[config.mk]
export PLATFORM = sky130hd
export DESIGN_NAME = ansi_escape_stripper_unit_flat
export DESIGN_NICKNAME = d
export VERILOG_FILES = /design/src/aes_pkg.sv /design/src/aes_channels.sv /design/src/aes_parser.sv /design/src/ansi_escape_stripper_unit.sv /design/src/flat_wrapper.sv
export VERILOG_INCLUDE_DIRS = /design/src /design/src/src
export SDC_FILE = /design/constraint.sdc
export NUM_CORES = 1
export LEC_CHECK = 0
export BUFFER_PORTS_ARGS = -buffer_cell sky130_fd_sc_hd__buf_2
export CAP_MARGIN = 20
export CELL_PAD_IN_SITES_DETAIL_PLACEMENT = 1
export CELL_PAD_IN_SITES_GLOBAL_PLACEMENT = 1
export CORE_MARGIN = 3
export CORE_UTILIZATION = 41
export CTS_CLUSTER_DIAMETER = 40
export CTS_CLUSTER_SIZE = 40
export DETAILED_ROUTE_END_ITERATION = 6
export PLACE_DENSITY = 0.79
export SLEW_MARGIN = 10
export SYNTH_ARGS = -nofsm -noshare
export SYNTH_HDL_FRONTEND = slang
export SYNTH_HIERARCHICAL = 1
export SYNTH_SLANG_ARGS = --single-unit
[constraint.sdc]
create_clock -name clock -period 3.3 [get_ports clock]
set_input_delay 0.165 -clock clock [delete_from_list [all_inputs] [get_ports clock]]
set_output_delay 0.165 -clock clock [all_outputs]
set_load 0.005 [all_outputs]
[src/ansi_escape_stripper_unit_defines.svh]
// assertion macros for the escape stripper
// no dependencies; included by the top level
`ifndef ANSI_ESCAPE_STRIPPER_UNIT_DEFINES_SVH
`define ANSI_ESCAPE_STRIPPER_UNIT_DEFINES_SVH

// same-cycle implication
`define AES_ASSERT_IMP(label, clk, rst, lhs, rhs, msg) \
   label: assert property (@(posedge clk) disable iff (rst) (lhs) |-> (rhs)) else $error(msg);

// next-cycle implication
`define AES_ASSERT_NXT(label, clk, rst, lhs, rhs, msg) \
   label: assert property (@(posedge clk) disable iff (rst) (lhs) |=> (rhs)) else $error(msg);

`endif

[src/aes_pkg.sv]
// shared types and character constants for the escape stripper
// no dependencies
package aes_pkg;

   localparam int CHAR_W = 16;

   localparam logic [CHAR_W-1:0] CH_BEL   = 16'h0007;
   localparam logic [CHAR_W-1:0] CH_TAB   = 16'h0009;
   localparam logic [CHAR_W-1:0] CH_LF    = 16'h000A;
   localparam logic [CHAR_W-1:0] CH_CR    = 16'h000D;
   localparam logic [CHAR_W-1:0] CH_ESC   = 16'h001B;
   localparam logic [CHAR_W-1:0] CH_QUEST = 16'h003F;
   localparam logic [CHAR_W-1:0] CH_LBRK  = 16'h005B;
   localparam logic [CHAR_W-1:0] CH_RBRK  = 16'h005D;
   localparam logic [CHAR_W-1:0] CH_C1PAD = 16'h0080;
   localparam logic [CHAR_W-1:0] CH_BAD   = 16'h6F5F;

   typedef struct packed {
      logic              emit;
      logic [CHAR_W-1:0] out_char;
   } decision_type;

endpackage

[src/aes_channels.sv]
// valid/ready channel interfaces for request, response and csr write
// depends on aes_pkg
interface aes_req_if import aes_pkg::*; ();
   logic              valid;
   logic              ready;
   logic [CHAR_W-1:0] in_char;
   modport source (output valid, output in_char, input ready);
   modport sink (input valid, input in_char, output ready);
endinterface

interface aes_rsp_if import aes_pkg::*; ();
   logic              valid;
   logic              ready;
   logic [CHAR_W-1:0] out_char;
   modport source (output valid, output out_char, input ready);
   modport sink (input valid, input out_char, output ready);
endinterface

interface aes_csr_if ();
   logic valid;
   logic ready;
   logic wide_mode;
   modport source (output valid, output wide_mode, input ready);
   modport sink (input valid, input wide_mode, output ready);
endinterface

[src/aes_parser.sv]
// parse state machine and per-character keep/drop decision
// depends on aes_pkg
module aes_parser import aes_pkg::*; (
   input  logic              clock,
   input  logic              reset,
   input  logic              wide_mode,
   input  logic              advance,
   input  logic [CHAR_W-1:0] char_in,
   output decision_type      decision
);

   typedef enum logic [1:0] {
      ST_NORMAL,
      ST_ESCAPE,
      ST_CSI,
      ST_OSC
   } parse_state_type;

   parse_state_type   state_ff;
   parse_state_type   state_in;
   logic [CHAR_W-1:0] c;
   logic              is_ctrl;
   logic              is_crlftab;
   logic              is_letter;
   logic              filtered;
   logic              emit;

   always_comb begin
      c          = wide_mode ? char_in : {{(CHAR_W-8){1'b0}}, char_in[7:0]};
      is_ctrl    = (c < 16'h0020);
      is_crlftab = (c == CH_CR) || (c == CH_LF) || (c == CH_TAB);
      is_letter  = ((c >= 16'h0041) && (c <= 16'h005A)) ||
                   ((c >= 16'h0061) && (c <= 16'h007A));
      // wide mode drops these before the parser sees them
      filtered   = wide_mode &&
                   ((is_ctrl && !is_crlftab && (c != CH_ESC) && (c != CH_BEL)) ||
                    (c == CH_C1PAD) || (c == CH_BAD));
      state_in   = state_ff;
      emit       = 1'b0;
      if (!filtered) begin
         case (state_ff)
            ST_NORMAL: begin
               if (c == CH_ESC) begin
                  state_in = ST_ESCAPE;
               end else if (!wide_mode && is_ctrl && !is_crlftab) begin
                  emit = 1'b0;
               end else begin
                  emit = 1'b1;
               end
            end
            ST_ESCAPE: begin
               if (c == CH_LBRK) begin
                  state_in = ST_CSI;
               end else if (c == CH_RBRK) begin
                  state_in = ST_OSC;
               end else begin
                  state_in = ST_NORMAL;
               end
            end
            ST_CSI: begin
               if (is_letter || (wide_mode && (c == CH_QUEST))) begin
                  state_in = ST_NORMAL;
               end
            end
            ST_OSC: begin
               if ((c == CH_BEL) || (c == CH_CR) || (c == CH_LF)) begin
                  state_in = ST_NORMAL;
               end
            end
            default: begin
               state_in = ST_NORMAL;
            end
         endcase
      end
      decision.emit     = emit;
      decision.out_char = c;
   end

   always_ff @(posedge clock) begin
      if (reset) begin
         state_ff <= ST_NORMAL;
      end else if (advance) begin
         state_ff <= state_in;
      end
   end

endmodule

[src/ansi_escape_stripper_unit.sv]
// top level of the escape stripper: input register, parser, response register
// depends on aes_pkg, aes_channels, aes_parser and the assertion macro header
`include "ansi_escape_stripper_unit_defines.svh"

// ansi escape stripper
// req_chan carries one terminal character per request; rsp_chan returns the
// characters that lie outside any escape sequence, in order, at most one per
// request. csr_chan writes wide_mode (0 byte strings, 1 wide characters with
// extra filtering); it is always ready, and the user must write it only while
// idle; the block does not enforce this. a request is taken into an input
// register, judged by the parser logic and, if kept, moved into the response
// register. unless rsp_chan stalls, one request per cycle is sustained; the
// single parse-state register is the only loop, updated as each character
// leaves the input stage. dropped characters leave the input stage without
// waiting for rsp_chan. when the receiver stalls the response register holds,
// the input register fills behind it, and then req_chan.ready falls until
// rsp_chan.ready returns. reset (synchronous) empties both stages, sets the
// parser to normal and clears wide_mode to byte mode.
module ansi_escape_stripper_unit import aes_pkg::*; (
   input  logic      clock,
   input  logic      reset,
   aes_req_if.sink   req_chan,
   aes_rsp_if.source rsp_chan,
   aes_csr_if.sink   csr_chan
);

   // configuration
   logic              wide_ff;

   // input stage
   logic              s1_valid_ff;
   logic [CHAR_W-1:0] s1_char_ff;

   // response stage
   logic              rsp_valid_ff;
   logic [CHAR_W-1:0] rsp_char_ff;

   decision_type      decision;
   logic              out_free;
   logic              s1_adv;
   logic              req_take;

   // response register can take a new character this cycle
   assign out_free = !rsp_valid_ff || rsp_chan.ready;
   // dropped characters retire even while the response side is stalled
   assign s1_adv   = s1_valid_ff && (out_free || !decision.emit);
   assign req_take = req_chan.valid && req_chan.ready;

   assign req_chan.ready  = !s1_valid_ff || s1_adv;
   assign csr_chan.ready  = 1'b1;
   assign rsp_chan.valid  = rsp_valid_ff;
   assign rsp_chan.out_char = rsp_char_ff;

   aes_parser u_parser (
      .clock     (clock),
      .reset     (reset),
      .wide_mode (wide_ff),
      .advance   (s1_adv),
      .char_in   (s1_char_ff),
      .decision  (decision)
   );

   always_ff @(posedge clock) begin
      if (reset) begin
         wide_ff <= 1'b0;
      end else if (csr_chan.valid) begin
         wide_ff <= csr_chan.wide_mode;
      end
   end

   // input register
   always_ff @(posedge clock) begin
      if (reset) begin
         s1_valid_ff <= 1'b0;
      end else if (req_chan.ready) begin
         s1_valid_ff <= req_chan.valid;
      end
      if (req_take) begin
         s1_char_ff <= req_chan.in_char;
      end
   end

   // response register
   always_ff @(posedge clock) begin
      if (reset) begin
         rsp_valid_ff <= 1'b0;
      end else if (out_free) begin
         rsp_valid_ff <= s1_adv && decision.emit;
      end
      if (out_free && s1_adv && decision.emit) begin
         rsp_char_ff <= decision.out_char;
      end
   end

   // a held character stays in the input stage until it retires
   `AES_ASSERT_NXT(a_s1_hold, clock, reset, s1_valid_ff && !s1_adv, s1_valid_ff,
      "input stage lost a character")
   // a kept character always reaches the response register
   `AES_ASSERT_NXT(a_emit_lands, clock, reset, s1_adv && decision.emit,
      rsp_valid_ff && (rsp_char_ff == $past(decision.out_char)),
      "kept character did not reach the response register")
   // byte mode never returns bits above the low byte
   `AES_ASSERT_IMP(a_byte_width, clock, reset, decision.emit && !wide_ff,
      decision.out_char[CHAR_W-1:8] == '0, "byte mode character wider than 8 bits")

endmodule
[src/flat_wrapper.sv]
// flat-port wrapper written by rule: the top's interface ports become plain ports
module ansi_escape_stripper_unit_flat import aes_pkg::*;
  (clock, reset, req_chan_valid, req_chan_in_char, req_chan_ready, rsp_chan_valid, rsp_chan_out_char, rsp_chan_ready, csr_chan_valid, csr_chan_wide_mode, csr_chan_ready);
  aes_req_if req_chan_i ();
  aes_rsp_if rsp_chan_i ();
  aes_csr_if csr_chan_i ();
  input  logic clock;
  input  logic reset;
  input wire logic [$bits(req_chan_i.valid)-1:0] req_chan_valid;
  input wire logic [$bits(req_chan_i.in_char)-1:0] req_chan_in_char;
  output wire logic [$bits(req_chan_i.ready)-1:0] req_chan_ready;
  output wire logic [$bits(rsp_chan_i.valid)-1:0] rsp_chan_valid;
  output wire logic [$bits(rsp_chan_i.out_char)-1:0] rsp_chan_out_char;
  input wire logic [$bits(rsp_chan_i.ready)-1:0] rsp_chan_ready;
  input wire logic [$bits(csr_chan_i.valid)-1:0] csr_chan_valid;
  input wire logic [$bits(csr_chan_i.wide_mode)-1:0] csr_chan_wide_mode;
  output wire logic [$bits(csr_chan_i.ready)-1:0] csr_chan_ready;
  assign req_chan_i.valid = req_chan_valid;
  assign req_chan_i.in_char = req_chan_in_char;
  assign req_chan_ready = req_chan_i.ready;
  assign rsp_chan_valid = rsp_chan_i.valid;
  assign rsp_chan_out_char = rsp_chan_i.out_char;
  assign rsp_chan_i.ready = rsp_chan_ready;
  assign csr_chan_i.valid = csr_chan_valid;
  assign csr_chan_i.wide_mode = csr_chan_wide_mode;
  assign csr_chan_ready = csr_chan_i.ready;
  ansi_escape_stripper_unit u_core (.clock(clock), .reset(reset), .req_chan(req_chan_i), .rsp_chan(rsp_chan_i), .csr_chan(csr_chan_i));
endmodule
# [After elaboration in Yosys (flattened, before gate mapping)]
# Cells that the tools add are included.
[totals] wordCells=73 in_bits=22 ramBits=0 out_inout_bits=19 latchBits=0 n_memories=0 romBits=0 register_bits=37
[op_classes] muxes=11 shift=0 magnitude_cmp=5 eq_ne=18 addsub=0 bitwise_logic=1 div=0 n_reduce_logical=32 mul=0
[op_table] op="== test 16 x 4 -> 1 bit, second input constant" n=3
[op_table] op="== test 16 x 7 -> 1 bit, second input constant" n=2
[op_table] op="greater-or-equal comparator 16 x 7 -> 1 bit, second input constant" n=2
[op_table] op="less-or-equal comparator 16 x 7 -> 1 bit, second input constant" n=2
[op_table] op="== test 16 x 15 -> 1 bit, second input constant" n=1
[op_table] op="== test 16 x 3 -> 1 bit, second input constant" n=1
[op_table] op="== test 16 x 5 -> 1 bit, second input constant" n=1
[op_table] op="== test 16 x 6 -> 1 bit, second input constant" n=1
[op_table] op="== test 16 x 8 -> 1 bit, second input constant" n=1
[op_table] op="< comparator 16 x 6 -> 1 bit, second input constant" n=1
[op_table] op="two-way mux 16 bit" n=1
[op_table] op="!= test 16 x 3 -> 1 bit, second input constant" n=1
[op_table] op="!= test 16 x 5 -> 1 bit, second input constant" n=1
[op_table] op="logical AND 1 bit" n=14
[op_table] op="logical OR 1 bit" n=11
[op_table] op="two-way mux 2 bit" n=5
[op_table] op="case mux 2 bit (4 select lines)" n=1
[op_table] op="!= test 2 bit, second input constant" n=3
[op_table] op="zero test 1 bit" n=5
[op_table] op="AND reduction 5 bit" n=1
[op_table] op="== test 2 bit, second input constant" n=2
[op_table] op="two-way mux 1 bit" n=4
[op_table] op="== test 2 x 1 -> 1 bit, second input constant" n=1
[op_table] op="zero test 2 bit" n=1
[op_table] op="inverter 1 bit" n=1

# [Logic depth before layout (Yosys ltp)]
# Gate-level depths: netlist of the first run.
[depth] depth_word=17 mapped_depth=13 depth_no_buf=11

# [Hierarchy]
# The synthesis of the first run kept the hierarchy.
[by_module_without_submodules] module="ansi_escape_stripper_unit" cells_each=49 n_inst=1 area_per_inst_um2=1109.8 seq_area_each_um2=1021.0
[by_module_without_submodules] module="aes_parser" cells_each=78 n_inst=1 area_per_inst_um2=546.8 seq_area_each_um2=40.0

# [Least setup slack after synthesis of the first run]
# Ideal clock, no wire load.
[synth_path] path_type="reg-to-reg" startpoint="register u_core.s1_char_ff[9]" endpoint="register u_core.u_parser.state_ff[0]" setup_time_ns=0.116 arrival_time_ns=2.691 period_less_slack_ns=2.807 t_required_ns=3.184 setup_slack_ns=0.493 stages_incl_launch_ff=13 path_buffers=1 path_cell_list="edfxtp_1 > or4_4 > o21ai_4 > nand4_1 > a31oi_1 > a311oi_1 > buf_4 > a21boi_1 > o2111ai_1 > o22ai_1 > o211ai_2 > or3_1 > o211a_1"
[synth_via] elab_chain_cells=16 word_cells_on_any_way=51 cone_classes="order compare: 5; eq/ne: 15; mux: 8; bitwise: 1; reduce/logical: 22"
[synth_rtl] element="start: declaration" line="ansi_escape_stripper_unit.sv:32" source="logic [CHAR_W-1:0] s1_char_ff;"
[synth_rtl] element="start signal: assignment" line="ansi_escape_stripper_unit.sv:79" source="s1_char_ff <= req_chan.in_char;"
[synth_rtl] element="two-way mux 16 bit *" line="aes_parser.sv:29" source="c = wide_mode ? char_in : {{(CHAR_W-8){1'b0}}, char_in[7:0]};"
[synth_rtl] element="parallel branches: the longest is 10 deep, another holds < comparator 16 x 6 -> 1 bit"
[synth_rtl] element="two-way mux 1 bit *" line="aes_parser.sv:40" source="if (!filtered) begin"
[synth_rtl] element="named net u_core.u_parser.emit" line="aes_parser.sv:26" source="logic emit;"
[synth_rtl] element="zero test 1 bit *" line="ansi_escape_stripper_unit.sv:46" source="assign s1_adv = s1_valid_ff && (out_free || !decision.emit);"
[synth_rtl] element="logical OR 1 bit *" line="ansi_escape_stripper_unit.sv:46"
[synth_rtl] element="logical AND 1 bit *" line="ansi_escape_stripper_unit.sv:46"
[synth_rtl] element="named net u_core.s1_adv" line="ansi_escape_stripper_unit.sv:40" source="logic s1_adv;"
[synth_rtl] element="AND reduction 5 bit (no line) *"
[synth_rtl] element="end signal: assignment" line="aes_parser.sv:83" source="state_ff <= state_in;"
[synth_rtl] element="end: declaration" line="aes_parser.sv:19" source="parse_state_type state_ff;"
# Mark *: on every way through the listed nets, which the timed path passes.
# A chain may end at the register's enable or synchronous reset.

==> results of run 1 <==
worst max path at each step:
| stage | from | to | slack, ps | cells past startpoint |
|---|---|---|---|---|
| 6_report | u_core/s1_char_ff[9]$_DFFE_PP_ | u_core/u_parser/state_ff[0]$_SDFFE_PP0P_ | 280 | 11 |
| 5_1_grt | u_core/s1_char_ff[3]$_DFFE_PP_ | u_core/u_parser/state_ff[0]$_SDFFE_PP0P_ | -3 | 11 |
| 4_1_cts | u_core/s1_char_ff[12]$_DFFE_PP_ | u_core/u_parser/state_ff[0]$_SDFFE_PP0P_ | 240 | 11 |
| 3_5_place_dp | u_core/s1_char_ff[12]$_DFFE_PP_ | u_core/u_parser/state_ff[0]$_SDFFE_PP0P_ | 280 | 11 |
| 3_3_place_gp | u_core/s1_char_ff[9]$_DFFE_PP_ | u_core/u_parser/state_ff[0]$_SDFFE_PP0P_ | 360 | 11 |
| 2_1_floorplan | u_core/s1_char_ff[9]$_DFFE_PP_ | u_core/u_parser/state_ff[0]$_SDFFE_PP0P_ | 490 | 12 |
stage by stage:
step                      setup TNS (ps)  power, mW  hold WS [ps]
after detailed placement               0      0.634           344
after global routing               -2.82       1.06          23.4
after global placement                 0      0.629           343
final                                  0       1.00          44.5
after floorplan                        0      0.603           234
after CTS                              0       1.02          33.1
synthesized netlist by cell type, drive strengths merged (2+ instances only):
library cell / n
nor2b: 2
clkbuf: 2
dfxtp: 5
edfxtp: 32
and3: 2
nand2: 6
nand4: 5
nor4b: 2
or4: 2
a311oi: 2
o21ai: 2
nor2: 7
mux2i: 2
nor3b: 2
and2: 9
nand3: 2
and4: 2
inv: 6
nor3: 3
buf: 11
a21oi: 4
registers in the layout, summed over array words and instances, names as in the netlist:
name                      count
u_core/wide_ff                1
u_core/rsp_chan.valid         1
u_core/u_parser/state_ff      2
u_core/s1_char_ff            16
u_core/s1_valid_ff            1
u_core/rsp_chan.out_char     16
worst max-delay path: cells and delay by family (launching register included):
family           cells  cell delay, ps
AND/OR/NAND/NOR      3            1110
flip-flops           1             420
AO/OA/AOI/OAI        8            1390
cell families after synthesis:
kind of cell              count (synthesis)  share of synthesized area, %
xor gates and xnor gates                  2                          1.06
buffers and inverters                    19                          6.65
DFF                                      37                          64.0
muxes                                     2                          1.21
and+or+nand+nor                          48                          17.9
other                                     1                         0.226
AOI/OAI and AO/OA                        18                          8.91
power groups by stage:
stage / combinational [mW] / sequential [mW] / clock [mW]
after floorplan: 0.0452 / 0.558 / 0
after global placement: 0.0649 / 0.565 / 0
after detailed placement: 0.0670 / 0.567 / 0
after CTS: 0.0675 / 0.557 / 0.399
after global routing: 0.0758 / 0.560 / 0.420
final: 0.0676 / 0.557 / 0.380
layer usage:
metal | global-route usage [%] | share of wire [%] | routed length, um
met2 | 24.9 | 49 | 1720
met3 | 5.51 | 5.3 | 189
met4 | 6.51 | 1.7 | 61
met1 | 19.2 | 44 | 1580
met5 | 0 | 0 | 0
layout by cell type, fill, tap and decap left out, drive strengths merged, types with 2 or more instances in the layout:
master | synthesis | routed
a21oi | 4 | 4
a311oi | 2 | 2
and2 | 9 | 9
and3 | 2 | 2
and4 | 2 | 2
buf | 11 | 43
clkbuf | 2 | 6
dfxtp | 5 | 5
edfxtp | 32 | 32
inv | 6 | 6
mux2i | 2 | 2
nand2 | 6 | 6
nand3 | 2 | 2
nand4 | 5 | 5
nor2 | 7 | 7
nor2b | 2 | 2
nor3 | 3 | 3
nor3b | 2 | 2
nor4b | 2 | 2
o21ai | 2 | 2
or4 | 2 | 2
cell type report:
class / count / area, um^2
repair buffers: 43 / 225
multi-input cells: 71 / 500
flip-flops and latches: 37 / 1060
well taps: 48 / 60.1
inverters: 6 / 22.5
clock buffers: 6 / 72.6
clock inverters: 2 / 38.8
fillers: 407 / 1790
==> load_flow_metrics.sql, run 1 <==
INSERT INTO impl_metrics (metric_group, metric, value, unit) VALUES
('placed_design', 'gp_congestion', '0.898', ''),
('min_path', 'holdCritPathClass', 'input pin to flip-flop', ''),
('sta', 'finalClockSkew', '9.55', 'ps'),
('route', 'routed_wire_length_per_instance', '16.7', 'um'),
('sta', 'finalSetupViolCount', '0', ''),
('die', 'chipWidth', '69.6', 'um'),
('final_layout', 'fin_cells', '213', ''),
('route', 'finalWirelength', '3550', 'um'),
('placed_design', 'detailed_place_hpwl', '2620', 'um'),
('logic_synthesis', 'mappedNetlistNets', '149', ''),
('placed_design', 'place.detailed.instances', '205', ''),
('logic_synthesis', 'async_flop_share', '0', '%'),
('die', 'floorplan.initialDensity', '43.9', '%'),
('logic_synthesis', 'synth-edff-count', '32', ''),
('final_layout', 'nets', '186', ''),
('route', 'viasPerCell', '5.28', ''),
('route', 'first_pass_iters', '4', ''),
('placed_design', 'placement.io_buffers', '39', ''),
('critical_path', 'reg2reg_from', 'u_core/s1_char_ff[9]$_DFFE_PP_', ''),
('sta', 'fin_crit', '3020', 'ps'),
('min_path', 'min_path_cells', '1', ''),
('logic_synthesis', 'synth_cells', '127', ''),
('route', 'vias', '1125', ''),
('sta', 'max_freq', '0.331', 'GHz'),
('sta', 'final-max-slew-violation-count', '0', ''),
('pwr', 'power.share.sequential', '55.4', '%'),
('critical_path', 'timing.critical_path.fanout_max', '6', ''),
('global_routing', 'antenna_found_initial', '0', ''),
('pwr', 'clockPowerShare', '37.8', '%'),
('logic_synthesis', 'synth_cell_type_count', '43', ''),
('sta', 'slew-limit-headroom', '64.0', '%'),
('min_path', 'min_delay_worst_endpoint', 'u_core/s1_char_ff[10]$_DFFE_PP_', ''),
('logic_synthesis', 'post_synth_instance_area', '0.00166', 'mm^2'),
('critical_path', 'reg2reg_slack', '280', 'ps'),
('cts', 'clockBufferDepth', '2', ''),
('pwr', 'netSwitchingFraction', '21.0', '%'),
('cts', 'cts_tree', 'yes', ''),
('final_layout', 'syn_to_final_growth', '19.6', '%'),
('route', 'drcViolationCount', '0', ''),
('placed_design', 'setup_ws_pre_cts', '279', 'ps'),
('cts', 'clock-root-buffer', 'sky130_fd_sc_hd__clkbuf_8', ''),
('global_routing', 'grt_first_pass_wirelength', '5840', 'um'),
('global_routing', 'grt_start_max_net_pins', '17', ''),
('die', 'core_area', '0.00377', 'mm^2'),
('cts', 'numClockSinks', '37', ''),
('critical_path', 'cp_cell_sequence', 'or4_4 > o21ai_4 > nand4_1 > a31oi_4 > a311oi_1 > a21boi_1 > o2111ai_1 > o22ai_1 > o211ai_2 > or3_1 > o211a_1', ''),
('pwr', 'power.net_switching', '0.211', 'mW'),
('sta', 'setup_ws', '276', 'ps'),
('pwr', 'peakVddDrop', '227', 'uV'),
('critical_path', 'max_stage_delay', '570', 'ps'),
('pwr', 'internal-power', '0.794', 'mW'),
('critical_path', 'crit_required', '3490', 'ps'),
('die', 'core.rowCount', '22', ''),
('sta', 'final_min_period_over_clock_period', '91.6', '%'),
('critical_path', 'worst-setup-path-type', 'flip-flop to flip-flop', ''),
('run_status', 'status', 'complete, no violations', ''),
('logic_synthesis', 'post-synth-top-area-fraction', '58.0', '%'),
('logic_synthesis', 'synth.largest_area_cell', 'sky130_fd_sc_hd__edfxtp_1', ''),
('final_layout', 'antenna-diode-count', '0', ''),
('die', 'die_y', '69.6', 'um'),
('cts', 'clock_buffer_count_from_cts', '5', ''),
('critical_path', 'critPathLaunchType', 'flip-flop', ''),
('cts', 'clkLatencyLatePin', '290', 'ps'),
('logic_synthesis', 'ys_top_cells_by_area', 'sky130_fd_sc_hd__edfxtp_1 58%, sky130_fd_sc_hd__dfxtp_1 6.0%, sky130_fd_sc_hd__buf_4 4.5%', ''),
('die', 'design.portCount', '41', ''),
('global_routing', 'vias_in_the_first_global_route', '1184', ''),
('sta', 'hold_viol', '0', ''),
('logic_synthesis', 'synth_top_flop_cell', 'sky130_fd_sc_hd__edfxtp_1', ''),
('die', 'area_enclosed_by_the_die_boundary', '0.00484', 'mm^2'),
('logic_synthesis', 'syn-mean-instance-area', '13.0', 'um^2'),
('final_layout', 'final_area', '0.00198', 'mm^2');
(Power assumes the default switching activity.)
==> run 2, diff against run 1 <==
- PLACE_DENSITY: 0.79 -> 0.8
- SYNTH_HIERARCHICAL: 1 -> default
==> load_flow_metrics.sql, run 2 <==
INSERT INTO impl_metrics (metric_group, metric, value, unit) VALUES
('run_status', 'status', 'complete, no violations', ''),
('pwr', 'peakVddDrop', '253', 'uV'),
('logic_synthesis', 'synth-compound-area-share', '9.88', '%'),
('placed_design', 'gp_congestion', '0.934', ''),
('cts', 'clock-root-buffer', 'sky130_fd_sc_hd__clkbuf_8', ''),
('final_layout', 'layout.area.seq', '0.00106', 'mm^2'),
('logic_synthesis', 'most_common_cell_in_the_synthesized_netlist', 'sky130_fd_sc_hd__edfxtp_1', ''),
('route', 'viasPerCell', '5.39', ''),
('sta', 'final_min_period_over_clock_period', '76.9', '%'),
('critical_path', 'critPathLaunchType', 'flip-flop', ''),
('global_routing', 'grt_use_total', '18.3', '%'),
('route', 'drcViolationCount', '0', ''),
('run', 'max-cap-violations', '0', ''),
('global_routing', 'grt_overflow', '0', ''),
('final_layout', 'antenna-diode-count', '0', ''),
('logic_synthesis', 'synth.largest_area_cell', 'sky130_fd_sc_hd__edfxtp_1', ''),
('route', 'vias', '1138', ''),
('final_layout', 'leading_cell_type_in_the_layout_fill_and_taps_excluded', 'sky130_fd_sc_hd__buf_2', ''),
('logic_synthesis', 'synth_warnings', '0', ''),
('logic_synthesis', 'synth_sequential_area_ratio', '65.9', '%'),
('critical_path', 'path_buf_inv', '1', ''),
('route', 'first_iter_violations', '124', ''),
('route', 'finalWirelength', '3680', 'um'),
('logic_synthesis', 'synth_cell_type_count', '44', ''),
('cts', 'clkLatencyLatePin', '290', 'ps'),
('logic_synthesis', 'yosys.area_share.adder', '0', '%'),
('sta', 'hold_slack', '47.3', 'ps'),
('die', 'area_enclosed_by_the_die_boundary', '0.00471', 'mm^2'),
('logic_synthesis', 'post_synth_instance_area', '0.00161', 'mm^2'),
('logic_synthesis', 'synth_cells', '121', ''),
('sta', 'slew-limit-headroom', '64.0', '%'),
('route', 'routed_wire_length_per_instance', '17.4', 'um'),
('cts', 'hold_buffers', '0', ''),
('critical_path', 'timing.rr.end', 'u_core.s1_char_ff[13]$_DFFE_PP_', ''),
('cts', 'post_cts.resized_instances', '0', ''),
('min_path', 'min_path_cells', '1', ''),
('min_path', 'hold_path_startpoint', 'req_chan_in_char[4]', ''),
('logic_synthesis', 'synth-seq-cells', '37', ''),
('final_layout', 'multi_input_comb_area', '487', 'um^2'),
('critical_path', 'timing.critical_path.max_delay_family', 'simple AND/OR/NAND/NOR gates', ''),
('logic_synthesis', 'async_flop_share', '0', '%'),
('global_routing', 'grt_start_max_net_pins', '17', ''),
('die', 'core.rowCount', '22', ''),
('route', 'antenna_left', '0', ''),
('logic_synthesis', 'synth.area.mux_share', '1.32', '%'),
('critical_path', 'reg2reg_from', 'u_core.s1_char_ff[7]$_DFFE_PP_', ''),
('critical_path', 'worst-setup-path-type', 'flip-flop to flip-flop', ''),
('logic_synthesis', 'synth_top_flop_cell', 'sky130_fd_sc_hd__edfxtp_1', ''),
('cts', 'numClockSinks', '37', ''),
('global_routing', 'antenna_found_initial', '0', ''),
('die', 'core_area', '0.00372', 'mm^2'),
('logic_synthesis', 'mappedNetlistNets', '143', ''),
('min_path', 'min_delay_worst_endpoint', 'u_core.s1_char_ff[4]$_DFFE_PP_', ''),
('logic_synthesis', 'synth_top_family_by_area', 'simple AND/OR/NAND/NOR gates', ''),
('sta', 'fin_crit', '2540', 'ps'),
('die', 'chipWidth', '68.6', 'um'),
('die', 'die_y', '68.6', 'um'),
('cts', 'clockBufferDepth', '2', ''),
('sta', 'finalSetupViolCount', '0', ''),
('die', 'design.portCount', '41', ''),
('logic_synthesis', 'post-synth-top-area-fraction', '59.7', '%'),
('sta', 'max_freq', '0.394', 'GHz'),
('sta', 'worst_slew_pin_slew', '538', 'ps'),
('min_path', 'holdCritPathClass', 'input pin to flip-flop', ''),
('critical_path', 'max_stage_delay', '480', 'ps'),
('cts', 'clock_buffer_count_from_cts', '5', ''),
('critical_path', 'timing.critical_path.fanout_max', '16', ''),
('cts', 'cts.clk_slew.worst_paths', '70', 'ps'),
('sta', 'finalClockSkew', '6.30', 'ps'),
('sta', 'hold_viol', '0', ''),
('final_layout', 'mostFrequentLayoutCells', '39 x sky130_fd_sc_hd__buf_2, 32 x sky130_fd_sc_hd__edfxtp_1, 10 x sky130_fd_sc_hd__and2_1, 8 x sky130_fd_sc_hd__nor2_1', ''),
('placed_design', 'placement.io_buffers', '39', ''),
('critical_path', 'crit_required', '3280', 'ps'),
('cts', 'ctsHtreeMaxLevel', '2', ''),
('placed_design', 'detailed_place_hpwl', '2720', 'um'),
('critical_path', 'crit_end_category', 'flip-flop', ''),
('sta', 'finalSetupTns', '0', 'ps'),
('critical_path', 'ff2ff_path_depth', '7', ''),
('final_layout', 'syn_to_final_growth', '20.8', '%'),
('logic_synthesis', 'synth_simple_gate_area_share', '18.3', '%'),
('logic_synthesis', 'syn-mean-instance-area', '13.3', 'um^2'),
('sta', 'final-max-slew-violation-count', '0', ''),
('logic_synthesis', 'synth-edff-count', '32', ''),
('critical_path', 'reg2reg_slack', '760', 'ps'),
('logic_synthesis', 'synth.cells.most_frequent', '32 x sky130_fd_sc_hd__edfxtp_1, 10 x sky130_fd_sc_hd__and2_1, 8 x sky130_fd_sc_hd__nor2_1', ''),
('critical_path', 'cp_cell_sequence', 'nand2b_1 > or3_1 > o32ai_1 > a21oi_4 > nand4_1 > and2_1 > buf_4', ''),
('global_routing', 'grt_first_pass_wirelength', '6020', 'um'),
('die', 'floorplan.initialDensity', '43.3', '%'),
('final_layout', 'fill_count', '400', ''),
('cts', 'cts.repair_timing.setup_buffer_count', '0', ''),
('sta', 'rsz0062_at_grt', 'no', ''),
('pwr', 'p_per_area', '516', 'mW/mm^2'),
('route', 'first_pass_iters', '4', ''),
('critical_path', 'cp_slowest_cell', 'sky130_fd_sc_hd__o32ai_1', ''),
('logic_synthesis', 'post_synth_xor_area_fraction', '0.544', '%'),
('logic_synthesis', 'ys_top_cells_by_area', 'sky130_fd_sc_hd__edfxtp_1 60%, sky130_fd_sc_hd__dfxtp_1 6.2%, sky130_fd_sc_hd__and2_1 3.9%', ''),
('cts', 'cts_tree', 'yes', ''),
('critical_path', 'timing.critical_path.arrival', '2520', 'ps'),
('final_layout', 'post_route_cells_drive_above_1_share', '32.5', '%'),
('final_layout', 'nets', '184', ''),
('global_routing', 'vias_in_the_first_global_route', '1201', ''),
('pwr', 'power_leakage', '0.723', 'nW');
-- run 2: how the worst max path moves through the flow --
stage                                    from                                    end  slack (ps)  cells past startpoint
6_report       u_core.s1_char_ff[7]$_DFFE_PP_        u_core.s1_char_ff[13]$_DFFE_PP_         760                      7
5_1_grt        u_core.s1_char_ff[8]$_DFFE_PP_         u_core.s1_char_ff[9]$_DFFE_PP_         640                      7
4_1_cts        u_core.s1_char_ff[7]$_DFFE_PP_         u_core.s1_char_ff[9]$_DFFE_PP_         760                      7
3_5_place_dp   u_core.s1_char_ff[7]$_DFFE_PP_         u_core.s1_char_ff[1]$_DFFE_PP_         780                      7
3_3_place_gp   u_core.s1_char_ff[7]$_DFFE_PP_         u_core.s1_char_ff[8]$_DFFE_PP_         900                      7
2_1_floorplan  u_core.s1_char_ff[5]$_DFFE_PP_  u_core.rsp_chan.out_char[0]$_DFFE_PP_         680                      7
-- run 2: cells by family (layout without fill, tap and decap cells) --
logic type	Yosys count	in the layout
xor+xnor	1	1
compound gates	19	19
mux	2	2
buf+inv	12	54
simple gates	49	49
other cells	1	1
flops	37	37
-- run 2: cell type report --
class,instances,share of cell area [%]
clock buffer,6,3.73
multi-input combinational,72,25.0
sequential,37,54.6
tap,48,3.09
clock inverter,2,1.74
timing repair buffer,41,10.8
inverter,5,0.966
-- run 2: through the flow --
stage	worst slack (ps)	cells	util, %	instance area (um^2)	total power, mW
4_1_cts	761	211	52.3	1940	1.02
2_1_floorplan	684	121	-	1610	0.597
3_5_place_dp	782	203	49.4	1840	0.633
3_3_place_gp	899	203	49.4	1840	0.628
5_1_grt	638	211	52.3	1940	1.05
6_report	763	211	52.3	1940	1.00
-- run 2: routing by layer --
metal | GRT usage, % | vias up | wire [um]
met1 | 22.4 | 549 | 1560
met3 | 5.35 | 9 | 231
li1 | - | 541 | -
met2 | 28.8 | 39 | 1800
met5 | 0 | - | 0
met4 | 10.2 | 0 | 89
-- run 2: where the power goes --
group	internal, mW	total (mW)	leakage [nW]	switching, mW
Clock	0.223	0.381	0.0528	0.158
Sequential	0.535	0.558	0.350	0.0227
Combinational	0.0304	0.0644	0.320	0.0339
